--- config.mk ---
export PLATFORM = sky130hd
export DESIGN_NAME = phvc_csr
export DESIGN_NICKNAME = d
export VERILOG_FILES = /design/src/phvc_pkg.sv /design/src/phvc_csr.sv
export SDC_FILE = /design/constraint.sdc
export NUM_CORES = 1
export LEC_CHECK = 0
export BUFFER_PORTS_ARGS = -buffer_cell sky130_fd_sc_hd__buf_2
export CELL_PAD_IN_SITES_DETAIL_PLACEMENT = 1
export CELL_PAD_IN_SITES_GLOBAL_PLACEMENT = 2
export CORE_MARGIN = 8
export CORE_UTILIZATION = 14
export CTS_CLUSTER_SIZE = 8
export DETAILED_ROUTE_END_ITERATION = 10
export PLACE_DENSITY = 0.84
export SKIP_LAST_GASP = 1
export SLEW_MARGIN = 30
export SYNTH_ARGS = -nofsm -noshare
export SYNTH_HDL_FRONTEND = slang
export SYNTH_SLANG_ARGS = --single-unit
--- constraint.sdc ---
create_clock -name clock -period 1 [get_ports clock]
set_clock_uncertainty 0.05 [all_clocks]
set_input_delay 0.1 -clock clock [delete_from_list [all_inputs] [get_ports clock]]
set_output_delay 0.1 -clock clock [all_outputs]
set_load 0.02 [all_outputs]
--- src/phvc_pkg.sv ---
// package for the pairwise hyperplane vote classifier
// constants, opcodes, state encoding; no dependencies
package phvc_pkg;

   localparam int MaxOptimaDefault  = 8;
   localparam int MaxDimsDefault    = 4;
   localparam int CountWidthDefault = 16;

   typedef enum logic [1:0] {
      OP_LOAD_COEF  = 2'd0,
      OP_LOAD_THR   = 2'd1,
      OP_CLASSIFY   = 2'd2,
      OP_CLOSE      = 2'd3
   } opcode_type;

   typedef enum logic [3:0] {
      ST_IDLE,
      ST_ISSUE,
      ST_MAC,
      ST_CMP,
      ST_ARGMAX,
      ST_WINNER,
      ST_HIST_RD,
      ST_HIST,
      ST_CLEAR
   } state_type;

   localparam logic [0:0] REG_NUM_DIMS = 1'b0;
   localparam logic [0:0] REG_OPTIMA   = 1'b1;

endpackage

--- src/phvc_csr.sv ---
// configuration registers of the classifier on an apb-style port
// depends on phvc_pkg
module phvc_csr (
   input  logic        clock,
   input  logic        reset,
   input  logic        csr_psel,
   input  logic        csr_penable,
   input  logic        csr_pwrite,
   input  logic [2:0]  csr_paddr,
   input  logic [31:0] csr_pwdata,
   output logic [31:0] csr_prdata,
   output logic        csr_pready,
   output logic [2:0]  num_dims,
   output logic [4:0]  optima_limit
);
   import phvc_pkg::*;

   logic [2:0] dims_ff;
   logic [4:0] optima_ff;
   logic       wr;

   assign csr_pready = 1'b1;
   assign wr = csr_psel & csr_penable & csr_pwrite;

   always_ff @(posedge clock) begin
      if (reset) begin
         dims_ff   <= 3'd4;
         optima_ff <= 5'd8;
      end else if (wr && csr_paddr[1:0] == 2'b00) begin
         if (csr_paddr[2] == REG_NUM_DIMS) dims_ff <= csr_pwdata[2:0];
         else optima_ff <= csr_pwdata[4:0];
      end
   end

   always_comb begin
      csr_prdata = '0;
      if (csr_paddr[2] == REG_NUM_DIMS) csr_prdata = {29'd0, dims_ff};
      else csr_prdata = {27'd0, optima_ff};
   end

   assign num_dims     = dims_ff;
   assign optima_limit = optima_ff;
endmodule

==> results.cfg <==
[logic_synthesis]
synth_seq_area_share = 0.249
synth-async-reset-ratio = 0
synth_largest_type_area_fraction = 0.326
syn-cell-area_um2 = 644
synthMostInstantiatedCell = buf_4
synthesis.area_per_instance_um2 = 8.83
yosys_warnings = 0
postSynthRegisterBits = 8
postSynthCellCount = 73
synth_enable_flop_cells = 0
netlist-cell-type-count = 16
synth_top_cells_by_count = buf_4, dfxtp_1, nand2b_1
yosys_most_used_dff = dfxtp_1
synth.area.top_cells = buf_4, dfxtp_1, mux2i_1, nand2b_1, mux2_2
yosys.area.top_type = buf_4

[pwr]
total_power_uw = 919
register_share_of_total_power = 0.353
net-switching-power_uw = 274
power.combinational.fraction = 0.229
max-vdd-ir-drop_uv = 226
p_leak_nw = 0.431
power-per-cell-area_mw_per_mm2 = 1060
p_int_uw = 644
share_of_power_burned_in_the_clock_network = 0.418
netSwitchingFraction = 0.299

[detailed_routing]
route.detailed.wl_per_inst_um = 11.5
length_of_the_first_detailed_routing_pass_in_iterations = 2
viasPerCell = 3.20
route.vias.total = 503
postRouteWirelength_um = 1800
drc = 0
detailedRoute.firstIterationViolations = 17
drt.antenna.violating_nets = 0

[cells_and_area]
sequential_cell_area_um2 = 169
post-route-util = 0.197
num-nets-final = 147
insertedDiodeCount = 0
fill_cells = 545
area_delta_synth_final_pct = 34.4
layout-drive-gt1-share = 0.476
multi_input_comb_area_um2 = 382

[status]
status = finished, violations left
violations = setup timing

[cts]
clk_pin_slew_worst_paths_ps = 40
clock_tree.htree_level_count = 1
cts_root_buf = clkbuf_8
cts_sink_count = 8
cts_hold_buf = 0
insertion_delay_ps = 220
cts_inserted_buffers = 3
cts_tree = yes
clockBufferDepth = 2

[sta]
period_minus_slack_ps = 1090
upper_clock_frequency_limit_ghz = 0.915
fin_ws_ps = -92.5
setup_viol_count_final = 3
rsz0062_at_grt = yes
finalHoldViolations = 0
slew_viol_final = 0
final_min_period_over_clock_period = 1.09

[run]
drv_cap = 0

[placement]
globalplace.congestion = 0.694
place_ws_ps = -88.9
port_buffers = 25
dp_hpwl_um = 1530

[critical_path]
endpoint_kind = output port
crit_path_end = csr_prdata[2]
critical_path_launch_point_type = flip-flop
path_cells = mux2_4 > buf_6
cp.arrival_ps = 940
startpoint = num_dims[2]
cpMaxStageDelayCell = dfxtp_2
critical_path.reg2reg.startpoint = num_dims[0]
path_class = reg -> out
rr_worst_depth = 4
worstPathMaxFanout = 2
rr_endpoint = num_dims[0]
timing.critical_path.slowest_cell_delay_ps = 310
worst-r2r-setup-slack_ps = 140
critPathRequiredTime_ps = 850

[grt]
grt_pass1_vias = 606
grtUsageTotal = 0.0524
globalRouteOverflowTotal = 0
grt_antenna_before_repair = 0
grt_first_pass_wirelength_um = 2970
largest_net_degree_at_the_start_of_global_routing = 15

[floorplanning]
die-width_um = 83.8
initial_core_util = 0.147
floorplan.core_area_mm2 = 0.00438
io-pin-count = 81
placementRows = 24
chipHeight_um = 83.8
fp.dieArea_mm2 = 0.00703

[worst_hold_path]
holdPathStages = 3
startpoint_of_the_lowest_slack_hold_path = csr_pwdata[3]
min-delay-path-class = in -> reg
## layer usage
metal / routed length (um) / vias to the layer above / global-route usage / part of all wire
met3: 154 / 2 / 0.0313 / 0.085
met2: 914 / 24 / 0.0891 / 0.51
met5: 0 / - / 0 / 0
li1: - / 244 / - / -
met4: 6 / 0 / 0.0188 / 0.0033
met1: 729 / 233 / 0.0510 / 0.40
## flip-flops by register name (all words and copies together), names as in the netlist
name / flops
optima_limit: 5
num_dims: 3
## critical path, delay by kind of cell (launching register included)
family	cells	cell delay (ps)
DFF	1	310
muxes	1	270
buffers and inverters	1	130
## final cells by class
cell class,count,area share
multi-input cells,62,0.441
repair buffers,32,0.241
clock buffers,3,0.0477
flip-flops and latches,8,0.195
well taps,52,0.0751
## through the flow
stage          hold slack (ps)  cells  setup TNS (ps)  area, um^2
3_3_place_gp               308    151            -250         748
3_5_place_dp               333    151            -369         748
4_1_cts                   88.5    157            -284         853
2_1_floorplan              206     99               0         742
6_report                  89.2    157            -259         866
5_1_grt                    105    157            -338         866
## cells by family after synthesis
kind of cell,count (synthesis),share of synthesized area
compound gates,4,0.0311
other cells,2,0.0117
mux,9,0.146
buf+inv,29,0.332
flops,8,0.249
simple gates,21,0.231
## power groups by stage
| stage | combinational [mW] | sequential (mW) | clock, mW |
|---|---|---|---|
| after global routing | 0.228 | 0.324 | 0.420 |
| after floorplan | 0.218 | 0.332 | 0 |
| after global placement | 0.193 | 0.330 | 0 |
| final | 0.211 | 0.324 | 0.384 |
| after detailed placement | 0.195 | 0.330 | 0 |
| after CTS | 0.206 | 0.324 | 0.401 |
## placed cells by master (no fill, tap or decap)
| cell | count |
|---|---|
| and2_1 | 1 |
| and2_4 | 1 |
| buf_2 | 20 |
| buf_4 | 7 |
| buf_6 | 5 |
| clkbuf_8 | 3 |
| conb_1 | 28 |
| dfxtp_1 | 1 |
| dfxtp_2 | 7 |
| mux2_4 | 3 |
| mux2i_1 | 6 |
| nand2b_1 | 8 |
| nand4_1 | 1 |
| nand4b_4 | 1 |
| nor2_1 | 4 |
| nor2_4 | 1 |
| nor2b_1 | 2 |
| o21ai_0 | 2 |
| o21ai_1 | 2 |
| or2_4 | 2 |
## how the worst min path moves through the flow
stage / end / slack (ps)
after floorplan: optima_limit[2] / 210
after global placement: optima_limit[3] / 310
after detailed placement: optima_limit[3] / 330
after CTS: optima_limit[3] / 90
after global routing: optima_limit[2] / 110
final: optima_limit[3] / 90
## repair_timing
action / CTS / global route
resized for setup: 16 / 5
buffers inserted: 3 / 0
cloned: 0 / 0
setup endpoints to repair: 5 / 5
(Power assumes the default switching activity.)
